`src/rtl/core/bb3_pkg.sv`:
```
`default_nettype none

package bb3_pkg;

   localparam int CHAN_W = 8;
   localparam int PIX_W = 3 * CHAN_W;
   localparam int LINE_W = 2 * PIX_W;
   localparam int SUM_W = 12;
   localparam int COL_W = 10;

   localparam int DIV9_MUL_W = 13;
   localparam int PROD_W = SUM_W + DIV9_MUL_W;
   localparam int DIV9_SHIFT = 16;
   localparam logic [DIV9_MUL_W-1:0] DIV9_MUL = 13'd7282;

   localparam int CSR_INDEX_W = 1;
   localparam int CSR_DATA_W = 13;
   localparam int WIDTH_FIELD_W = 12;
   localparam int HEIGHT_FIELD_W = 13;
   localparam int WIDTH_RESET = 640;
   localparam int HEIGHT_RESET = 480;
   localparam logic [CSR_INDEX_W-1:0] CSR_IMAGE_WIDTH = 1'b0;
   localparam logic [CSR_INDEX_W-1:0] CSR_IMAGE_HEIGHT = 1'b1;

   typedef struct packed {
      logic              mode;
      logic [CHAN_W-1:0] red_in;
      logic [CHAN_W-1:0] green_in;
      logic [CHAN_W-1:0] blue_in;
   } req_type;

   typedef struct packed {
      logic [CHAN_W-1:0] red_out;
      logic [CHAN_W-1:0] green_out;
      logic [CHAN_W-1:0] blue_out;
      logic              last_of_frame;
   } rsp_type;

   typedef struct packed {
      logic [CHAN_W-1:0] red;
      logic [CHAN_W-1:0] green;
      logic [CHAN_W-1:0] blue;
   } pix_type;

   typedef struct packed {
      logic [SUM_W-1:0] red;
      logic [SUM_W-1:0] green;
      logic [SUM_W-1:0] blue;
   } sums_type;

   typedef struct packed {
      logic restart;
      logic flush;
      logic col_zero;
      logic emit;
      logic mask_top;
      logic mask_bottom;
      logic mask_left;
      logic mask_right;
      logic last;
   } flags_type;

endpackage

`default_nettype wire

```
`src/rtl/core/bb3_window.sv`:
```
`default_nettype none

module bb3_window (
   input  logic                clock,
   input  logic                reset,
   input  logic                clear,
   input  logic                shift_en,
   input  bb3_pkg::flags_type  flags,
   input  bb3_pkg::pix_type    top_pix,
   input  bb3_pkg::pix_type    mid_pix,
   input  bb3_pkg::pix_type    new_pix,
   output bb3_pkg::sums_type   sums
);
   import bb3_pkg::*;

   pix_type          win_ff [0:8];
   pix_type          win_in [0:8];
   pix_type          base [0:8];
   pix_type          shifted [0:8];
   pix_type          cols [0:8];
   pix_type          taps [0:8];
   logic [COL_W-1:0] col_red [0:2];
   logic [COL_W-1:0] col_green [0:2];
   logic [COL_W-1:0] col_blue [0:2];
   logic             keep;

   always_comb begin
      keep = 1'b0;
      for (int i = 0; i < 9; i++) begin
         base[i] = flags.restart ? '0 : win_ff[i];
      end
      for (int i = 0; i < 6; i++) begin
         shifted[i] = base[i + 3];
      end
      shifted[6] = top_pix;
      shifted[7] = mid_pix;
      shifted[8] = new_pix;

      for (int i = 0; i < 6; i++) begin
         cols[i] = flags.col_zero ? base[i + 3] : shifted[i];
      end
      for (int i = 6; i < 9; i++) begin
         cols[i] = flags.col_zero ? '0 : shifted[i];
      end

      for (int k = 0; k < 3; k++) begin
         for (int r = 0; r < 3; r++) begin
            keep = !((k == 0) && flags.mask_left) && !((k == 2) && flags.mask_right) &&
                   !((r == 0) && flags.mask_top) && !((r == 2) && flags.mask_bottom);
            taps[k * 3 + r] = keep ? cols[k * 3 + r] : '0;
         end
      end

      for (int k = 0; k < 3; k++) begin
         col_red[k] = COL_W'(taps[k * 3].red) + COL_W'(taps[k * 3 + 1].red) +
                      COL_W'(taps[k * 3 + 2].red);
         col_green[k] = COL_W'(taps[k * 3].green) + COL_W'(taps[k * 3 + 1].green) +
                        COL_W'(taps[k * 3 + 2].green);
         col_blue[k] = COL_W'(taps[k * 3].blue) + COL_W'(taps[k * 3 + 1].blue) +
                       COL_W'(taps[k * 3 + 2].blue);
      end
      sums.red = SUM_W'(col_red[0]) + SUM_W'(col_red[1]) + SUM_W'(col_red[2]);
      sums.green = SUM_W'(col_green[0]) + SUM_W'(col_green[1]) + SUM_W'(col_green[2]);
      sums.blue = SUM_W'(col_blue[0]) + SUM_W'(col_blue[1]) + SUM_W'(col_blue[2]);

      for (int i = 0; i < 9; i++) begin
         win_in[i] = shift_en ? shifted[i] : win_ff[i];
      end
   end

   always_ff @(posedge clock) begin
      if (reset || clear) begin
         for (int i = 0; i < 9; i++) begin
            win_ff[i] <= '0;
         end
      end else begin
         for (int i = 0; i < 9; i++) begin
            win_ff[i] <= win_in[i];
         end
      end
   end

endmodule

`default_nettype wire

```
`config.mk`:
```
export PLATFORM = sky130hd
export DESIGN_NAME = bb3_window
export DESIGN_NICKNAME = d
export VERILOG_FILES = /design/src/rtl/core/bb3_pkg.sv /design/src/rtl/core/bb3_window.sv
export SDC_FILE = /design/constraint.sdc
export NUM_CORES = 1
export LEC_CHECK = 0
export BUFFER_PORTS_ARGS = -buffer_cell sky130_fd_sc_hd__buf_4
export CORE_MARGIN = 2
export CORE_UTILIZATION = 57
export CTS_CLUSTER_SIZE = 30
export DETAILED_ROUTE_END_ITERATION = 6
export GPL_TIMING_DRIVEN = 0
export HOLD_SLACK_MARGIN = 0.03
export PLACE_DENSITY_LB_ADDON = 0.15
export SKIP_LAST_GASP = 1
export SLEW_MARGIN = 20
export SYNTH_ARGS = -nofsm -noshare
export SYNTH_HDL_FRONTEND = slang
export SYNTH_SLANG_ARGS = --single-unit
```
`constraint.sdc`:
```
create_clock -name clock -period 7.8 [get_ports clock]
set_clock_uncertainty 0.15 [all_clocks]
set_input_delay 1.56 -clock clock [delete_from_list [all_inputs] [get_ports clock]]
set_output_delay 1.56 -clock clock [all_outputs]
set_load 0.02 [all_outputs]
```
* After elaboration in Yosys (flattened, before gate mapping)
Memories as Yosys holds them, arrays and structs flattened.
Index checks and enable logic that the tools add are counted.
** Word-level totals
- Register bits after elaboration :: 0
- Latch bits :: 0
- Memory bits (writable) :: 216
- Bits in read-only memories :: 0
- Output and inout port bits :: 36
- Word-level logic and storage cells :: 83
- Memories kept :: 1
** Operators by class
- $add $sub $neg :: 24
- $mul :: 0
- Divide/modulo/power cells :: 0
- Order comparisons :: 0
- Equality and inequality tests :: 1
- Shifts and indexed selects :: 0
- Muxes and demuxes :: 38
- Bitwise gates (word level) :: 9
- Reduce and logical (&&, ||, !) cells :: 10
** Memories
- win_ff :: words 9, width 24, read ports 6, clocked after Yosys merged registers in 0, wr ports 9, RTL line bb3_window.sv:16 : pix_type win_ff [0:8];
** Operators by type and width (count)
- 24-bit two-way mux :: 35
- 9-bit by 8-bit adder with 10-bit output :: 9
- 8-bit by 8-bit adder with 9-bit output :: 9
- 11-bit by 10-bit adder with 12-bit output :: 3
- 10-bit by 10-bit adder with 11-bit output :: 3
- 1-bit OR :: 9
- 1-bit logical AND :: 4
- 1-bit zero test :: 4
- 1-bit two-way mux :: 3
- 2-bit AND reduction :: 1
- 1-bit logical OR :: 1
- 1-bit != test, second input constant :: 1

* Longest topological paths before layout
- Depth in word-level cells :: 7
- Mapped depth :: 19
- Gate-level depth less buffers :: 18

* Worst setup path before layout
Ideal clock, no wire load.
- Path kind :: input to output
- Start :: input port flags[8] in the netlist's numbering
- End :: output port sums[22] in the netlist's numbering
- Arrival time :: 5.881 ns
- Slack :: 0.209 ns
- Stages on the path :: 16
- Buffers on the path :: 1
- Cells stage by stage :: nor3_1 buf_2 nand2_1 fa_1 inv_1 fa_1 fa_1 inv_1 fa_1 inv_1 ha_1 fa_1 a21oi_1 o211ai_1 o41ai_1 xnor2_1
** RTL lines
- from (decl) :: RTL line bb3_window.sv:8 : input bb3_pkg::flags_type flags,
- to (decl) :: RTL line bb3_window.sv:12 : output bb3_pkg::sums_type sums

==> results.md <==
Outcome:
- The flow ran to the end, and the final reports show no timing, DRC or antenna violations.

Synthesis:
- The number of flip-flops and latches in the synthesized netlist is 144.
- The Yosys step of the flow raised 0 warnings.
- The dominant register cell in the synthesized netlist is sky130_fd_sc_hd__edfxtp_1.
- Synthesis produced approximately 1000 cells.
- The proportion of register bits with asynchronous set or reset after synthesis is 0%.
- In this run the mean area of a mapped cell was about 11 sq um.
- The number of nets in the synthesized netlist is approximately 1300.
- After synthesis the cells add up to approximately 12000 sq um.
- The number of flops mapped to enable cells by yosys is ~140.
- After synthesis, the largest family of logic cells by area is adder cells.
- The count of distinct cell types in the synthesized netlist is 38.
- The post-synthesis mux area share is 0%.
- Summing the areas of all xor and xnor instances in the mapped netlist gives under 10% of the synthesized area.
- The synthesized netlist devotes approximately 2.6% of its cell area to compound gates.
- After Yosys synthesis, and, or, nand and nor cells account for about a fifth of the synthesized area.
- The sequential element share of the synthesized area is ~37%.
- The synthesized netlist devotes roughly 32% of its cell area to adder and majority cells.

GRT:
- The number of global-route vias before repair is about 8100.
- The number of antenna violations at the first check in global routing is 1.
- The total track usage is between 20% and 30%.
- The first global-routing pass estimated 44.2 mm of wire.
- The final global-route overflow total is 0.
- The maximum number of pins on one net before global-route repair is 46.

Die:
- The die span in x is between 100 and 150 um.
- The area of the placeable core is between 20000 and 25000 sq um.
- The height of the die is approximately 150 um.
- For this configuration, the core starts out at a cell density of about 58%.
- The total number of placement rows is 52.
- The floorplan step defined a die boundary enclosing around 22000 sq um.
- 121 I/O pins were placed.

Worst setup path:
- Data arrives at the worst endpoint at slightly above 6 ns.
- The worst setup path is of the input pin to primary output kind.
- In this run the worst path has a maximum fanout of 10.
- The worst setup path is captured at a primary output.
- The required time of the worst setup path is between 6 and 7 ns.
- The launching element type of the critical path is an input pin.

Drt:
- The via count normalized by instance count is between 5 and 6.
- The remaining number of nets flagged by the antenna check after routing is 0.
- The total routed wire length on the met1 layer is around 12 mm.
- The detailed-router iteration count before antenna repair is 5.
- The via count is between 7000 and 8000.
- After detailed routing, the total wire length is 28.4 mm.
- The highest signal layer in the routed design is met4.
- The routed design uses 14.4 mm of met2 wire.
- Detailed routing placed a total of 1.72 mm of wire on met3.
- The detailed router's first-iteration violation count is 509.
- In the routed design, unresolved DRC markers number 0.
- The detailed-route wire length per cell is between 15 and 20 um.

Timing:
- The number of failing hold endpoints at the final stage is 0.
- The slew at the pin closest to its max-slew limit is around 0.64 ns.
- The final worst slack is around 0.064 ns.
- The number of pins with negative max-slew slack in the final report is 0.
- Setup repair after global routing could not meet its margin everywhere.
- The worst pin sits at a relative slew slack of between 50% and 60%.
- The worst path uses just under 100% of the clock period.
- The number of setup violations in the final report is 0.
- For this run, the top clock speed supported by timing is 0.129 GHz.
- The final critical path time including I/O delays and setup is 7.74 ns.

Power and ir drop:
- The clock network is responsible for around a third of the overall power.
- The peak supply drop is between 0.15 and 0.2 mV.
- The sequential share of power is between 30 and 40%.
- The internal power of the cells totals about 1700 uW.
- The combinational group share of total power is roughly 27%.
- The switching power total is about 720 uW.
- The leakage power of the design is ~0.0067 uW.
- The overall power after layout is ~2400 uW.
- The switching power as a share of total power is ~30%.
- The power density relative to cell area is between 150 and 200 nW/um^2.

Layout:
- The number of nets in the finished design is 1487.
- The layout has about 1500 filler cells.
- Across the whole layout, storage elements account for around 4300 sq um.
- The fraction of final layout cells with drive strength greater than 1 is 19.6%.
- The utilization of the core after routing is between 60% and 70%.
- The register with the most flip-flops in the final layout is win_ff.
- From synthesis to final layout, the design area changed by 21.2%.
- In the final layout, the multi-input gates occupy 6680 sq um.
- The register with the most flip-flops in the layout has ~140 of them.
- The largest registers in the layout are win_ff: 144 flops.

CTS:
- The CTS tree is yes.
- The H-tree was split into 4 levels.
- Clock latency on the worst-skew pair, taken at its later pin, is about 0.43 ns.
- Clock tree synthesis inserted a total of 17 buffers.
- The tree is rooted in a sky130_fd_sc_hd__clkbuf_16.
- The number of buffers inserted for hold repair after clock tree synthesis is 0.
- The clock drives roughly 140 sinks.
- In this run the deepest clock path goes through 2 buffers.
- Clock-pin slew was measured on the worst setup and hold paths at 0.06 ns.

Placement:
- The worst slack after detailed placement is -1.06 ns.
- The global placement routability congestion is approximately 0.83.
- Port buffering added 117 buffers.
- Summed over all nets, the half-perimeter wirelength after detailed placement is approximately 21 mm.

Hold path:
- The min-delay analysis places its worst path in the category register to register.

Run:
- The tool flagged a number of max-cap violations equal to 0.
## layer usage
metal | track usage, % | vias up
met1 | 37.5 | 3859
met5 | 0 | -
met2 | 47.3 | 262
met3 | 4.94 | 42
met4 | 7.43 | 0
li1 | - | 3523
## synthesized netlist by cell type, types with 8 or more instances
cell type	n	area (sq um)
sky130_fd_sc_hd__nand2b_1	10	62.6
sky130_fd_sc_hd__nand2_1	90	338
sky130_fd_sc_hd__ha_1	39	488
sky130_fd_sc_hd__fa_1	162	3240
sky130_fd_sc_hd__o21ai_0	8	40.0
sky130_fd_sc_hd__a21oi_1	11	55.1
sky130_fd_sc_hd__xnor2_1	14	123
sky130_fd_sc_hd__edfxtp_1	144	4320
sky130_fd_sc_hd__buf_2	9	45.0
sky130_fd_sc_hd__nor2_1	32	120
sky130_fd_sc_hd__nor2b_1	22	138
sky130_fd_sc_hd__inv_1	185	694
sky130_fd_sc_hd__and2_1	240	1500
sky130_fd_sc_hd__clkbuf_1	23	86.3
## area by class of cell
type                       count  area share, %
multi-input combinational    674           47.5
sequential                   144           30.7
inverter                     185           4.94
tap                          270           2.40
timing repair buffer         146           8.58
clock buffer                  18           3.05
antenna                        1         0.0178
clock inverter                14           1.01
buffer                        33           1.77
## path summary, 6_finish.rpt
path | startpoint | to | slack (ns) | cells past startpoint
hold reg to reg | win_ff[0][155] | win_ff[0][83] | 0.39 | 1
setup / recovery | flags[3] | sums[22] | 0.06 | 18
hold / removal | win_ff[0][155] | win_ff[0][83] | 0.39 | 1
setup reg to reg | win_ff[0][174] | win_ff[0][102] | 6.69 | 2
## power groups by stage
| stage | sequential (uW) | combinational [uW] | clock (uW) |
|---|---|---|---|
| floorplan | 927 | 382 | 0 |
| global placement | 932 | 583 | 0 |
| detailed placement | 929 | 596 | 0 |
| CTS | 913 | 621 | 808 |
| global route | 918 | 719 | 844 |
| finish | 913 | 650 | 805 |
## critical path, stage by stage
cell and delay [ns]:
sky130_fd_sc_hd__buf_4 0.17, sky130_fd_sc_hd__nor3_4 0.25, sky130_fd_sc_hd__buf_4 0.27, sky130_fd_sc_hd__nand2_1 0.11, sky130_fd_sc_hd__fa_1 0.51, sky130_fd_sc_hd__inv_2 0.05
sky130_fd_sc_hd__fa_1 0.46, sky130_fd_sc_hd__fa_1 0.52, sky130_fd_sc_hd__inv_1 0.05, sky130_fd_sc_hd__fa_1 0.51, sky130_fd_sc_hd__inv_2 0.05, sky130_fd_sc_hd__ha_4 0.16
sky130_fd_sc_hd__fa_2 0.39, sky130_fd_sc_hd__a21oi_2 0.17, sky130_fd_sc_hd__o211ai_1 0.17, sky130_fd_sc_hd__o41ai_2 0.29, sky130_fd_sc_hd__xnor2_1 0.16, sky130_fd_sc_hd__buf_4 0.16
## timing repair
item                                    in CTS  in global routing
pin swaps                                   11                 24
buffers inserted                            15                 11
cloned                                       0                  1
gates resized for setup                     57                 44
endpoints found under the setup margin      27                 13
## cell families after synthesis
kind of cell | count (synthesis)
xor gates and xnor gates | 18
AOI/OAI and AO/OA | 46
adders and majority gates | 201
buffers and inverters | 218
DFF | 144
and+or+nand+nor | 409
## through the flow
stage / area, sq um / instances / hold WS [ns] / setup TNS [ns]
floorplan: 11600 / 1036 / 0.365 / 0
global placement: 12800 / 1423 / 0.371 / -11.93
detailed placement: 12900 / 1426 / 0.376 / -14.19
CTS: 13800 / 1472 / 0.390 / -0.0307
global route: 14100 / 1484 / 0.413 / -0.338
finish: 14100 / 1485 / 0.390 / 0
## cell usage in the layout, fill, tap and decap left out, types with 4 or more instances in the layout
cell and instances:
sky130_fd_sc_hd__xnor2_1 14, sky130_fd_sc_hd__nor3_4 4, sky130_fd_sc_hd__edfxtp_1 144, sky130_fd_sc_hd__nor2b_1 20, sky130_fd_sc_hd__a21oi_1 10, sky130_fd_sc_hd__inv_1 183
sky130_fd_sc_hd__fa_2 8, sky130_fd_sc_hd__nand2b_1 10, sky130_fd_sc_hd__nor2_4 4, sky130_fd_sc_hd__clkbuf_16 17, sky130_fd_sc_hd__nor2_1 27, sky130_fd_sc_hd__xor2_1 4
sky130_fd_sc_hd__nand2_1 87, sky130_fd_sc_hd__o21ai_0 6, sky130_fd_sc_hd__clkinv_2 4, sky130_fd_sc_hd__clkbuf_1 15, sky130_fd_sc_hd__buf_4 143, sky130_fd_sc_hd__and2_1 240
sky130_fd_sc_hd__ha_4 6, sky130_fd_sc_hd__o21a_1 4, sky130_fd_sc_hd__fa_1 154, sky130_fd_sc_hd__buf_6 6, sky130_fd_sc_hd__ha_1 33, sky130_fd_sc_hd__buf_12 8
Note: power is estimated with default switching activity, not from simulation.
