### src/rtl/core/bb3_pkg.sv
`default_nettype none

package bb3_pkg;

   localparam int CHAN_W = 8;
   localparam int PIX_W = 3 * CHAN_W;
   localparam int LINE_W = 2 * PIX_W;
   localparam int SUM_W = 12;
   localparam int COL_W = 10;

   localparam int DIV9_MUL_W = 13;
   localparam int PROD_W = SUM_W + DIV9_MUL_W;
   localparam int DIV9_SHIFT = 16;
   localparam logic [DIV9_MUL_W-1:0] DIV9_MUL = 13'd7282;

   localparam int CSR_INDEX_W = 1;
   localparam int CSR_DATA_W = 13;
   localparam int WIDTH_FIELD_W = 12;
   localparam int HEIGHT_FIELD_W = 13;
   localparam int WIDTH_RESET = 640;
   localparam int HEIGHT_RESET = 480;
   localparam logic [CSR_INDEX_W-1:0] CSR_IMAGE_WIDTH = 1'b0;
   localparam logic [CSR_INDEX_W-1:0] CSR_IMAGE_HEIGHT = 1'b1;

   typedef struct packed {
      logic              mode;
      logic [CHAN_W-1:0] red_in;
      logic [CHAN_W-1:0] green_in;
      logic [CHAN_W-1:0] blue_in;
   } req_type;

   typedef struct packed {
      logic [CHAN_W-1:0] red_out;
      logic [CHAN_W-1:0] green_out;
      logic [CHAN_W-1:0] blue_out;
      logic              last_of_frame;
   } rsp_type;

   typedef struct packed {
      logic [CHAN_W-1:0] red;
      logic [CHAN_W-1:0] green;
      logic [CHAN_W-1:0] blue;
   } pix_type;

   typedef struct packed {
      logic [SUM_W-1:0] red;
      logic [SUM_W-1:0] green;
      logic [SUM_W-1:0] blue;
   } sums_type;

   typedef struct packed {
      logic restart;
      logic flush;
      logic col_zero;
      logic emit;
      logic mask_top;
      logic mask_bottom;
      logic mask_left;
      logic mask_right;
      logic last;
   } flags_type;

endpackage

`default_nettype wire

### src/rtl/core/bb3_ctrl.sv
`default_nettype none

module bb3_ctrl #(
   parameter int MAX_WIDTH = 2048,
   parameter int MAX_HEIGHT = 4096
) (
   input  logic                             clock,
   input  logic                             reset,
   input  logic                             csr_wr_en,
   input  logic [bb3_pkg::CSR_INDEX_W-1:0]  csr_index,
   input  logic [bb3_pkg::CSR_DATA_W-1:0]   csr_data,
   input  logic                             accept,
   input  logic                             mode,
   output logic                             drop,
   output bb3_pkg::flags_type               flags,
   output logic [$clog2(MAX_WIDTH)-1:0]     addr
);
   import bb3_pkg::*;

   localparam int CW = $clog2(MAX_WIDTH + 1);
   localparam int RW = $clog2(MAX_HEIGHT + 3);
   localparam int AW = $clog2(MAX_WIDTH);
   localparam logic [CW-1:0] WIDTH_AT_RESET =
      CW'((WIDTH_RESET > MAX_WIDTH) ? MAX_WIDTH : WIDTH_RESET);
   localparam logic [RW-1:0] HEIGHT_AT_RESET =
      RW'((HEIGHT_RESET > MAX_HEIGHT) ? MAX_HEIGHT : HEIGHT_RESET);

   logic [CW-1:0] width_ff, width_in;
   logic [RW-1:0] height_ff, height_in;
   logic [CW-1:0] in_col_ff, in_col_in, out_col_ff, out_col_in;
   logic [RW-1:0] in_row_ff, in_row_in, out_row_ff, out_row_in;

   logic                      done, pending, restart;
   logic [CW-1:0]             icol, ocol, icol_step, ocol_step;
   logic [RW-1:0]             irow, orow;
   logic [WIDTH_FIELD_W-1:0]  wv;
   logic [HEIGHT_FIELD_W-1:0] hv;
   logic [CW-1:0]             w_clamp;
   logic [RW-1:0]             h_clamp;

   always_comb begin
      done = out_row_ff >= height_ff;
      pending = in_row_ff >= height_ff;
      restart = done && !mode;
      drop = mode && (done || !pending);

      icol = restart ? '0 : in_col_ff;
      irow = restart ? '0 : in_row_ff;
      ocol = restart ? '0 : out_col_ff;
      orow = restart ? '0 : out_row_ff;

      flags.restart = restart;
      flags.flush = !done && pending;
      flags.col_zero = icol == '0;
      flags.emit = (irow >= RW'(2)) || ((irow == RW'(1)) && (icol != '0));
      flags.mask_top = orow == '0;
      flags.mask_bottom = orow == (height_ff - RW'(1));
      flags.mask_left = ocol == '0;
      flags.mask_right = ocol == (width_ff - CW'(1));
      flags.last = flags.mask_bottom && flags.mask_right;
      addr = icol[AW-1:0];

      icol_step = icol + CW'(1);
      ocol_step = ocol + CW'(1);

      wv = csr_data[WIDTH_FIELD_W-1:0];
      hv = csr_data[HEIGHT_FIELD_W-1:0];
      if (wv == '0) begin
         w_clamp = CW'(1);
      end else if (32'(wv) > 32'(MAX_WIDTH)) begin
         w_clamp = CW'(MAX_WIDTH);
      end else begin
         w_clamp = CW'(wv);
      end
      if (hv == '0) begin
         h_clamp = RW'(1);
      end else if (32'(hv) > 32'(MAX_HEIGHT)) begin
         h_clamp = RW'(MAX_HEIGHT);
      end else begin
         h_clamp = RW'(hv);
      end

      width_in = width_ff;
      height_in = height_ff;
      in_col_in = in_col_ff;
      in_row_in = in_row_ff;
      out_col_in = out_col_ff;
      out_row_in = out_row_ff;

      if (csr_wr_en) begin
         case (csr_index)
            CSR_IMAGE_WIDTH: begin
               width_in = w_clamp;
            end
            CSR_IMAGE_HEIGHT: begin
               height_in = h_clamp;
            end
            default: begin
            end
         endcase
         in_col_in = '0;
         in_row_in = '0;
         out_col_in = '0;
         out_row_in = '0;
      end else if (accept && !drop) begin
         if (icol_step >= width_ff) begin
            in_col_in = '0;
            in_row_in = irow + RW'(1);
         end else begin
            in_col_in = icol_step;
            in_row_in = irow;
         end
         if (flags.emit) begin
            if (ocol_step >= width_ff) begin
               out_col_in = '0;
               out_row_in = orow + RW'(1);
            end else begin
               out_col_in = ocol_step;
               out_row_in = orow;
            end
         end else begin
            out_col_in = ocol;
            out_row_in = orow;
         end
      end
   end

   always_ff @(posedge clock) begin
      if (reset) begin
         width_ff <= WIDTH_AT_RESET;
         height_ff <= HEIGHT_AT_RESET;
         in_col_ff <= '0;
         in_row_ff <= '0;
         out_col_ff <= '0;
         out_row_ff <= '0;
      end else begin
         width_ff <= width_in;
         height_ff <= height_in;
         in_col_ff <= in_col_in;
         in_row_ff <= in_row_in;
         out_col_ff <= out_col_in;
         out_row_ff <= out_row_in;
      end
   end

endmodule

`default_nettype wire

### config.mk
export PLATFORM = sky130hd
export DESIGN_NAME = bb3_ctrl
export DESIGN_NICKNAME = d
export VERILOG_FILES = /design/src/rtl/core/bb3_pkg.sv /design/src/rtl/core/bb3_ctrl.sv
export SDC_FILE = /design/constraint.sdc
export NUM_CORES = 1
export LEC_CHECK = 0
export BUFFER_PORTS_ARGS = -buffer_cell sky130_fd_sc_hd__buf_2
export CORE_ASPECT_RATIO = 1.75
export CORE_MARGIN = 3
export CORE_UTILIZATION = 38
export DETAILED_ROUTE_END_ITERATION = 12
export SYNTH_ARGS = -nofsm -noshare
export SYNTH_HDL_FRONTEND = slang
export SYNTH_SLANG_ARGS = --single-unit
### constraint.sdc
create_clock -name clock -period 13.6 [get_ports clock]
set_input_delay 2.72 -clock clock [delete_from_list [all_inputs] [get_ports clock]]
set_output_delay 2.72 -clock clock [all_outputs]
set_load 0.02 [all_outputs]
# Word level (Yosys, flattened, before mapping)

Index checks and enable logic that the tools add are counted.

Flip-flop bits (word level): 75
Input port bits: 19
Output and inout bits: 21
Logic and storage cells: 58

$add $sub $neg: 6
Magnitude comparators: 7
Equality and inequality tests: 3
Multiplexer cells: 14
Bitwise logic cells: 1
Reduce and logical (&&, ||, !) cells: 21

Operators with widths:

| cell                  | number |
|---|---|
| $mux 13               | 7 |
| $mux 12               | 7 |
| $logic_not 12->1      | 3 |
| $add 13x1->13 const B | 2 |
| $ge 13x13->1          | 2 |
| $logic_not 13->1      | 2 |
| $add 12x1->12 const B | 2 |
| $ge 12x12->1          | 2 |
| $eq 13x1->1 const B   | 1 |
| $eq 13x13->1          | 1 |
| $ge 13x2->1 const B   | 1 |
| $gt 13x13->1 const B  | 1 |
| $sub 13x1->13 const B | 1 |
| $eq 12x12->1          | 1 |
| $gt 12x12->1 const B  | 1 |
| $reduce_bool 12->1    | 1 |
| $sub 12x1->12 const B | 1 |
| $logic_and 1x1->1     | 6 |
| $logic_not 1->1       | 4 |
| $reduce_and 2->1      | 2 |
| $logic_or 1x1->1      | 2 |
| $reduce_or 2->1       | 1 |
| $not 1->1             | 1 |

# Longest topological paths before layout

Gate-level depths: netlist (run 1).

Depth after elaboration: 7
Mapped depth: 28
Mapped depth without buffers: 23

# Worst setup path before layout (run 1)

OpenSTA, ideal clock, no wires.

Kind: input to output
Start: in mode
End: out flags[0] in the netlist's numbering
Arrival: 5079 ps
Data required time: 10880 ps
Path slack: 5801 ps
Cell stages on the path: 12
Path buffers: 4
Cell sequence: buf_1 -> a21o_1 -> buf_4 -> clkbuf_1 -> clkbuf_1 -> nand2_1 -> inv_1 -> ha_1 -> o221a_2 -> o221ai_1 -> a221oi_2 -> and2_1

RTL lines:

| what            | RTL line       | text |
|---|---|---|
| start, declared | bb3_ctrl.sv:13 | `input logic mode,` |
| end, declared   | bb3_ctrl.sv:15 | `output bb3_pkg::flags_type flags,` |

==> impl_results.md, run 1 <==
* Status: finished, final reports clean
* Worst r2r src: height_ff[6]
* Max VDD drop at 0.0570 mV
* Fin crit period at 7.51 ns
* Longest Clk Path Bufs at 2
* RSZ-0062 raised after global routing: no
* Area leader, netlist: dfxtp_1
* Fmax achieved at 0.133 GHz
* Worst R2R End: out_row_ff[11]
* Crit path max-delay family: buffers and inverters
* Post-Synthesis Cells at 814
* Initial drt markers at 331
* WP data required at 10.88 ns
* Synth-to-layout area growth at 10.3%
* Worst-Margin Slew at 1.02 ns
* Hold Path Class: reg -> reg
* Top cells by area, synth: dfxtp_1 (24%), ha_1 (12%), nor2_1 (5.7%)
* Total power at 0.594 mW
* Max cap viols at 0
* Clock skew at 0.00910 ns
* # setup viols final at 0
* CTS resizes at 0
* CTS Hold Bufs at 0
* Largest net degree at the start of global routing at 49
* First-pass GRT wire length at 30.5 mm
* Startpoint types: input port
* Core outline area at 16000 um2
* Port-buffer cells at 39
* Sw Ratio at 25.0%
* Commonest non-fill, non-tap cell in the layout: nor2_1
* Critical path class: in -> out
* Post-synth top flop: dfxtp_1
* Wire length per cell at 18.8 um
* Clock Sinks at 75
* Vias per cell at 5.98
* Pins Over Slew Limit at 0
* H-tree levels at 3
* CP max stage cell: buf_4
* Yosys Warn Count at 0
* Cell Area, Synth at 6230 um2
* Hold depth at 2
* Nets@finish at 905
* Clock Latency Late Sink at 0.34 ns
* Synth unique cells at 72
* Detailed-route wire length at 19.2 mm
* Total CTS buffers at 9
* Die Y at 175 um
* Gr ovfl total at 0
* Cells along the critical path: buf_2, a21o_1, buf_4, nand2_1, ha_1, nor4b_1, nand3_1, a21o_1, inv_1, o21ai_0, buf_2
* Synthesized Nets at 894
* Dpl hpwl at 14.4 mm
* Synth async-reset ratio at 0%
* DRC viols at 0
* Clock power share at 50.3%
* Layout Utilization at 42.9%
* Final hold vios at 0
* Setup TNS at 0 ns
* Die footprint at 18000 um2
* N_diodes at 0
* DR vias at 6088
* Kind of end point of the critical path: output port
* Net switching power at 0.149 mW
* Synth Area per Inst at 7.66 um2
* CP max FO at 41
* Post-synth EDFFs at 0
* Drt first pass iters at 5
* Commonest cells after routing, fill and taps aside: nor2_1 (95), dfxtp_1 (75), nand2_1 (68)
* Critical path buffer and inverter count at 4
* Hold WS at 0.478 ns
* Reg2reg path depth at 23
* Tcrit/Tclk final at 55.2%
* Post-CTS setup buffer count at 0
* Vias in the first global route at 6046
* FF-to-FF setup slack at 7.55 ns
* Row count at 61
* Worst Hold End: in_col_ff[1]
* CTS tree: done
* Die Wd at 103 um
* CP arrival at 4.79 ns
* CTS root buf: clkbuf_16
* Synth Register Bits at 75
* I/O Pins at 40
* Initial Util at 38.9%
* Initial antenna violation count at 0
* Rel. slew slack at 32.3%
* Sequential power share at 38.5%
* Clk pin slew, worst setup/hold paths at 0.06 ns
* Startpoint of the worst hold path: in_col_ff[1]
* Post-DRT Antenna Nets at 0
* PwrDens at 86.4 nW/um2
* Post-synthesis sequential area ratio at 24.1%
* Logic pwr share at 11.2%
* Share of cells above drive strength 1 at 10.6%
* CP peak stage delay at 0.39 ns
* Total track usage at 21.7%
* Leak at 2.76 nW
* Gp weighted congestion at 0.920
* Internal power at 0.446 mW
* Area share of the largest cell type after synthesis at 24.1%
final cells by class:
| class | count | area, um2 |
|---|---|---|
| Timing Repair Buffer | 43 | 225 |
| Multi-Input combinational cell | 645 | 4360 |
| Clock inverter | 6 | 138 |
| Tap cell | 189 | 236 |
| Inverter | 51 | 191 |
| Clock buffer | 9 | 225 |
| Sequential cell | 75 | 1500 |
| Fill cell | 1657 | 9150 |
sequential cells by signal, indices dropped and copies added (netlist names):
name	count
out_col_ff	12
in_row_ff	13
in_col_ff	12
height_ff	13
out_row_ff	13
width_ff	12
per-layer routing:
layer / routed length (um) / up-vias / track usage [%]
met5: 0 / - / 0
met1: 7270 / 2856 / 23.3
met2: 9850 / 161 / 38.1
met3: 583 / 72 / 2.46
met4: 1450 / 0 / 15.6
li1: - / 2999 / -
power by group through the flow:
stage,sequential (mW),combinational [mW],clock (mW)
after floorplan,0.231,0.0482,0
after global placement,0.234,0.0654,0
after detailed placement,0.234,0.0657,0
after CTS,0.229,0.0662,0.306
after global routing,0.229,0.0736,0.312
final,0.229,0.0664,0.299
Yosys cell counts, types with 10 or more instances:
master,count
nand4_1,26
and2_1,15
a31oi_1,10
nor4_1,16
clkbuf_1,28
ha_1,61
dfxtp_1,75
nand2_1,68
nor2_1,95
nor3_1,17
a21oi_1,49
o21ai_0,17
and3_1,12
inv_1,50
a22oi_1,15
xor2_1,14
xnor2_1,39
nand3_1,48
worst max-delay path by stage:
stage | startpoint | endpoint | cells after the start
2_1_floorplan | mode | flags[0] | 12
3_3_place_gp | mode | flags[5] | 11
3_5_place_dp | mode | flags[5] | 11
4_1_cts | mode | flags[5] | 11
5_1_grt | mode | flags[5] | 11
6_report | mode | flags[5] | 11
per-stage QoR:
stage          instance area [um2]  instances  worst slack [ns]
2_1_floorplan                 6230        814              5.80
3_3_place_gp                  6510       1003              6.17
3_5_place_dp                  6510       1003              6.13
4_1_cts                       6880       1018              6.12
5_1_grt                       6880       1018              5.95
6_report                      6880       1018              6.09
logic make-up (layout without fill, tap and decap cells):
group	Yosys count	in the layout	synth area share (%)
multiplexers	3	3	0.542
XOR/XNOR	54	54	7.81
flip-flops	75	75	24.1
adder cells (fa/ha/maj)	61	61	12.2
AND/OR/NAND/NOR	352	352	29.1
AO/OA/AOI/OAI	175	175	20.0
buffers and inverters	94	109	6.14
worst register-to-register path: stages, from the launching register on:
cell and delay (ns):
dfxtp_1 0.51, inv_1 0.17, ha_1 0.34, a21oi_1 0.13, o21ai_0 0.10, a221oi_2 0.37
a21o_1 0.17, buf_4 0.39, nand2_1 0.16, inv_1 0.10, ha_1 0.23, and3_1 0.23
and3_1 0.22, nand3_1 0.10, xor2_1 0.15, nor2_1 0.08, ha_1 0.31, o211ai_1 0.10
nor4_1 0.28, o32ai_1 0.21, a311oi_2 0.72, nand2_1 0.23, or4_1 0.51, a31oi_1 0.16
Note: power is estimated with default switching activity, not from simulation.
==> inputs of run 2 (changes only) <==
==> constraint.sdc (replaced) <==
create_clock -name clock -period 7.03 [get_ports clock]
set_input_delay 1.406 -clock clock [delete_from_list [all_inputs] [get_ports clock]]
set_output_delay 1.406 -clock clock [all_outputs]
set_load 0.02 [all_outputs]
==> impl_results.md, run 2 (same netlist as run 1, synthesis figures left out) <==
* Status: finished, final reports clean
* CTS resizes at 0
* Initial drt markers at 294
* CTS Hold Bufs at 0
* Largest registers: height_ff x13, in_row_ff x13, out_row_ff x13
* Multi-input logic area at 4360 um2
* Vias in the first global route at 6009
* Wire length per cell at 18.9 um
* Filler Cell Count at 1704
* CP arrival at 6.35 ns
* Fin worst setup slack at 0.953 ns
* Crit path max-delay family: compound AO/OA/AOI/OAI gates
* Gp weighted congestion at 0.863
* Total track usage at 21.9%
* Total CTS buffers at 9
* Vias per cell at 5.99
* Nets@finish at 907
* Startpoint types: register
* I/O Pins at 40
* CTS tree: done
* RSZ-0062 raised after global routing: no
* WP data required at 7.31 ns
* Register area at 1500 um2
* N_diodes at 0
* Clock Sinks at 75
* Max cap viols at 0
* Crit path top cell by count: ha_1
* Fin crit period at 6.08 ns
* Hold Path Class: reg -> reg
* Port-buffer cells at 39
* Gr ovfl total at 0
* Die Wd at 103 um
* PwrDens at 163 nW/um2
* Max VDD drop at 0.0975 mV
* Post-CTS setup buffer count at 0
* Pins Over Slew Limit at 0
* Die footprint at 18000 um2
* Longest Clk Path Bufs at 2
* First-pass GRT wire length at 30.9 mm
* Row count at 61
* Commonest non-fill, non-tap cell in the layout: nor2_1
* Drt first pass iters at 4
* Critical path buffer and inverter count at 2
* Layout Utilization at 42.9%
* Initial antenna violation count at 0
* Initial Util at 38.9%
* Tcrit/Tclk final at 86.4%
* Share of cells above drive strength 1 at 10.8%
* CP max FO at 20
* CTS root buf: clkbuf_16
* Leak at 2.76 nW
* Kind of end point of the critical path: register
* Post-Place Setup Slack at 1.07 ns
* Worst-Margin Slew at 0.776 ns
* Clock skew at 0.0119 ns
* Core outline area at 16000 um2
* Dpl hpwl at 14.6 mm
* Largest net degree at the start of global routing at 49
* Post-DRT Antenna Nets at 0
* Cells along the critical path: inv_1, ha_1, a21oi_1, a21boi_1, o311ai_2, a21o_1, nand2_1, inv_1, ha_1, and3_1, and3_1, nand3_1, xor2_1, nor2_1, ha_1, o211ai_1, nor4_1, o32ai_1, a311oi_2, nand2_1, or4_1, a31oi_1
* Synth-to-layout area growth at 10.2%
* Detailed-route wire length at 19.3 mm
* CP max stage cell: a311oi_2
* Setup TNS at 0 ns
* Clk pin slew, worst setup/hold paths at 0.07 ns
* Fmax achieved at 0.165 GHz
* Commonest cells after routing, fill and taps aside: nor2_1 (95), dfxtp_1 (75), nand2_1 (68)
* Die Y at 175 um
* H-tree levels at 3
* # setup viols final at 0
* Critical path class: reg -> reg
* DR vias at 6113
* CP peak stage delay at 0.66 ns
* Final hold vios at 0
* Clock Latency Late Sink at 0.35 ns
* DRC viols at 0
* Rel. slew slack at 48.2%
==> run 2: cell count changes in the layout (fill, tap and decap cells not counted), sizes merged <==
cell	previous run	this run
clkinv	1	2
clkbuf	9	10
buf	43	45
bufinv	4	3
==> run 2: final timing paths <==
| check | startpoint | end | slack (ns) | cells past startpoint |
|---|---|---|---|---|
| setup / recovery | height_ff[3] | out_row_ff[11] | 0.95 | 22 |
| hold / removal | in_col_ff[0] | in_col_ff[0] | 0.47 | 2 |
| setup reg to reg | height_ff[3] | out_row_ff[11] | 0.95 | 22 |
| hold reg to reg | in_col_ff[0] | in_col_ff[0] | 0.47 | 2 |
==> run 2: final cells by class <==
cell class	count	share of cell area [%]
Clock buffer	10	3.33
Clock inverter	6	1.64
Inverter	51	2.79
Multi-Input combinational cell	645	63.4
Sequential cell	75	21.9
Tap cell	189	3.44
Timing Repair Buffer	45	3.50
==> run 2: per-layer routing <==
layer	wire (um)	up-vias	track usage, %	part of all wire [%]
met5	0	-	0	0
met3	550	62	1.95	2.9
met2	10200	166	39.6	53
met1	7380	2875	23.7	38
met4	1180	0	13.9	6.1
li1	-	3010	-	-
==> run 2: power breakdown <==
| group | leakage (nW) | total [mW] | switching (mW) | internal (mW) |
|---|---|---|---|---|
| clock | 0.167 | 0.551 | 0.202 | 0.349 |
| sequential | 0.607 | 0.442 | 0.0110 | 0.431 |
| combinational | 1.98 | 0.128 | 0.0796 | 0.0487 |
| total | 2.76 | 1.12 | 0.293 | 0.829 |
==> run 2: per-stage QoR <==
step	cell area (um2)	cells	power, mW	hold WS [ns]
2_1_floorplan	6230	814	0.540	0.445
3_3_place_gp	6530	1005	0.579	0.464
3_5_place_dp	6530	1005	0.579	0.471
4_1_cts	6870	1021	1.13	0.482
5_1_grt	6870	1021	1.16	0.506
6_report	6870	1021	1.12	0.475
==> run 2: worst min-delay path, stage by stage (launching register included) <==
cell and delay [ns]:
dfxtp_1 0.32, nand2_1 0.06, a21oi_1 0.05
==> inputs of run 3 (changes only) <==
==> constraint.sdc (replaced) <==
create_clock -name clock -period 6.9 [get_ports clock]
set_input_delay 1.38 -clock clock [delete_from_list [all_inputs] [get_ports clock]]
set_output_delay 1.38 -clock clock [all_outputs]
set_load 0.02 [all_outputs]
==> impl_results.md, run 3 (same netlist as run 1, synthesis figures left out) <==
* Fmax achieved at 0.175 GHz
* Largest net degree at the start of global routing at 49
* Gr ovfl total at 0
* Port-buffer cells at 39
* Clock Latency Late Sink at 0.34 ns
* Detailed-route wire length at 19.0 mm
* Pins Over Slew Limit at 0
* Dpl cells at 1007
* Fin worst setup slack at 1.18 ns
* Hold Path Class: reg -> reg
* Worst-Margin Slew at 0.819 ns
* WP data required at 5.52 ns
* Max VDD drop at 0.125 mV
* CP arrival at 4.34 ns
* Initial antenna violation count at 0
* CTS Hold Bufs at 0
* I/O Pins at 40
* Dpl hpwl at 14.5 mm
* Die Y at 175 um
* Startpoint types: register
* Gp weighted congestion at 0.911
* Core outline area at 16000 um2
* Hold WS at 0.470 ns
* Tcrit/Tclk final at 82.9%
* Status: finished, final reports clean
* Leak at 2.74 nW
* Total CTS buffers at 9
* Max cap viols at 0
* Synth-to-layout area growth at 9.81%
* Hold depth at 2
* Row count at 61
* Filler Cell Count at 1668
* Initial Util at 38.9%
* Vias per cell at 5.96
* DR vias at 6096
* Largest registers: height_ff x13, in_row_ff x13, out_row_ff x13
* Drt first pass iters at 5
* RSZ-0062 raised after global routing: no
* DRC viols at 0
* Register area at 1500 um2
* Multi-input logic area at 4360 um2
* CTS root buf: clkbuf_16
* Critical path class: reg -> out
* Clk pin slew, worst setup/hold paths at 0.06 ns
* Die footprint at 18000 um2
* CP max FO at 26
* Share of cells above drive strength 1 at 11.0%
* H-tree levels at 3
* Setup TNS at 0 ns
* Clock skew at 0.00964 ns
* CTS resizes at 0
* Post-DRT Antenna Nets at 0
* Vias in the first global route at 5921
* Initial drt markers at 302
* Layout Utilization at 42.7%
* Die Wd at 103 um
* Kind of end point of the critical path: output port
* Commonest cells after routing, fill and taps aside: nor2_1 (95), dfxtp_1 (75), nand2_1 (68)
* Final hold vios at 0
* Longest Clk Path Bufs at 2
* Reg2reg path depth at 23
* # setup viols final at 0
* First-pass GRT wire length at 30.3 mm
* Wire length per cell at 18.6 um
* Nets@finish at 909
* N_diodes at 0
* PwrDens at 156 nW/um2
* Rel. slew slack at 45.4%
* Total track usage at 21.5%
* Fin crit period at 5.72 ns
* Cell Count, Final, Fillers Out at 1023
* CTS tree: done
* Clock Sinks at 75
* Post-Place Setup Slack at 1.33 ns
* Commonest non-fill, non-tap cell in the layout: nor2_1
* Post-CTS setup buffer count at 0
[run 3: stage by stage]
step | cell area, um2 | power (mW)
floorplan | 6230 | 0.550
global placement | 6540 | 0.590
detailed placement | 6540 | 0.590
CTS | 6850 | 1.08
global route | 6850 | 1.11
finish | 6850 | 1.07
[run 3: final cells by class]
type	instances	area share (%)
clock inverter	5	0.895
clock buffer	11	3.55
multi-input combinational	645	63.7
tap	189	3.45
inverter	51	2.80
timing repair buffer	47	3.73
sequential	75	21.9
[run 3: metal layers]
metal	global-route usage [%]	share of wire, %
met4	12.4	5.4
met1	23.8	38
met3	2.42	3.1
met2	38.4	53
met5	0	0
[run 3: report_power, final]
group / internal [mW] / switching [mW] / total (mW)
registers: 0.440 / 0.0116 / 0.451
logic: 0.0495 / 0.0805 / 0.130
clock network: 0.291 / 0.193 / 0.484
[run 3: path summary, 6_finish.rpt]
path / to / slack [ns] / startpoint
worst max-delay path: flags[0] / 1.18 / height_ff[3]
worst min register to register: in_col_ff[0] / 0.47 / in_col_ff[0]
worst min-delay path: in_col_ff[0] / 0.47 / in_col_ff[0]
worst max register to register: in_row_ff[12] / 1.27 / height_ff[3]
[run 3: critical path, stage by stage, from the launching register on]
cell       delay, ns
dfxtp_1         0.45
inv_1           0.16
ha_1            0.35
a21oi_1         0.17
a21boi_1        0.09
o311ai_2        0.38
a21o_1          0.55
buf_4           0.34
inv_2           0.27
a2111oi_2       0.35
a21boi_0        0.23
and4_1          0.33
and2_1          0.15
buf_2           0.15
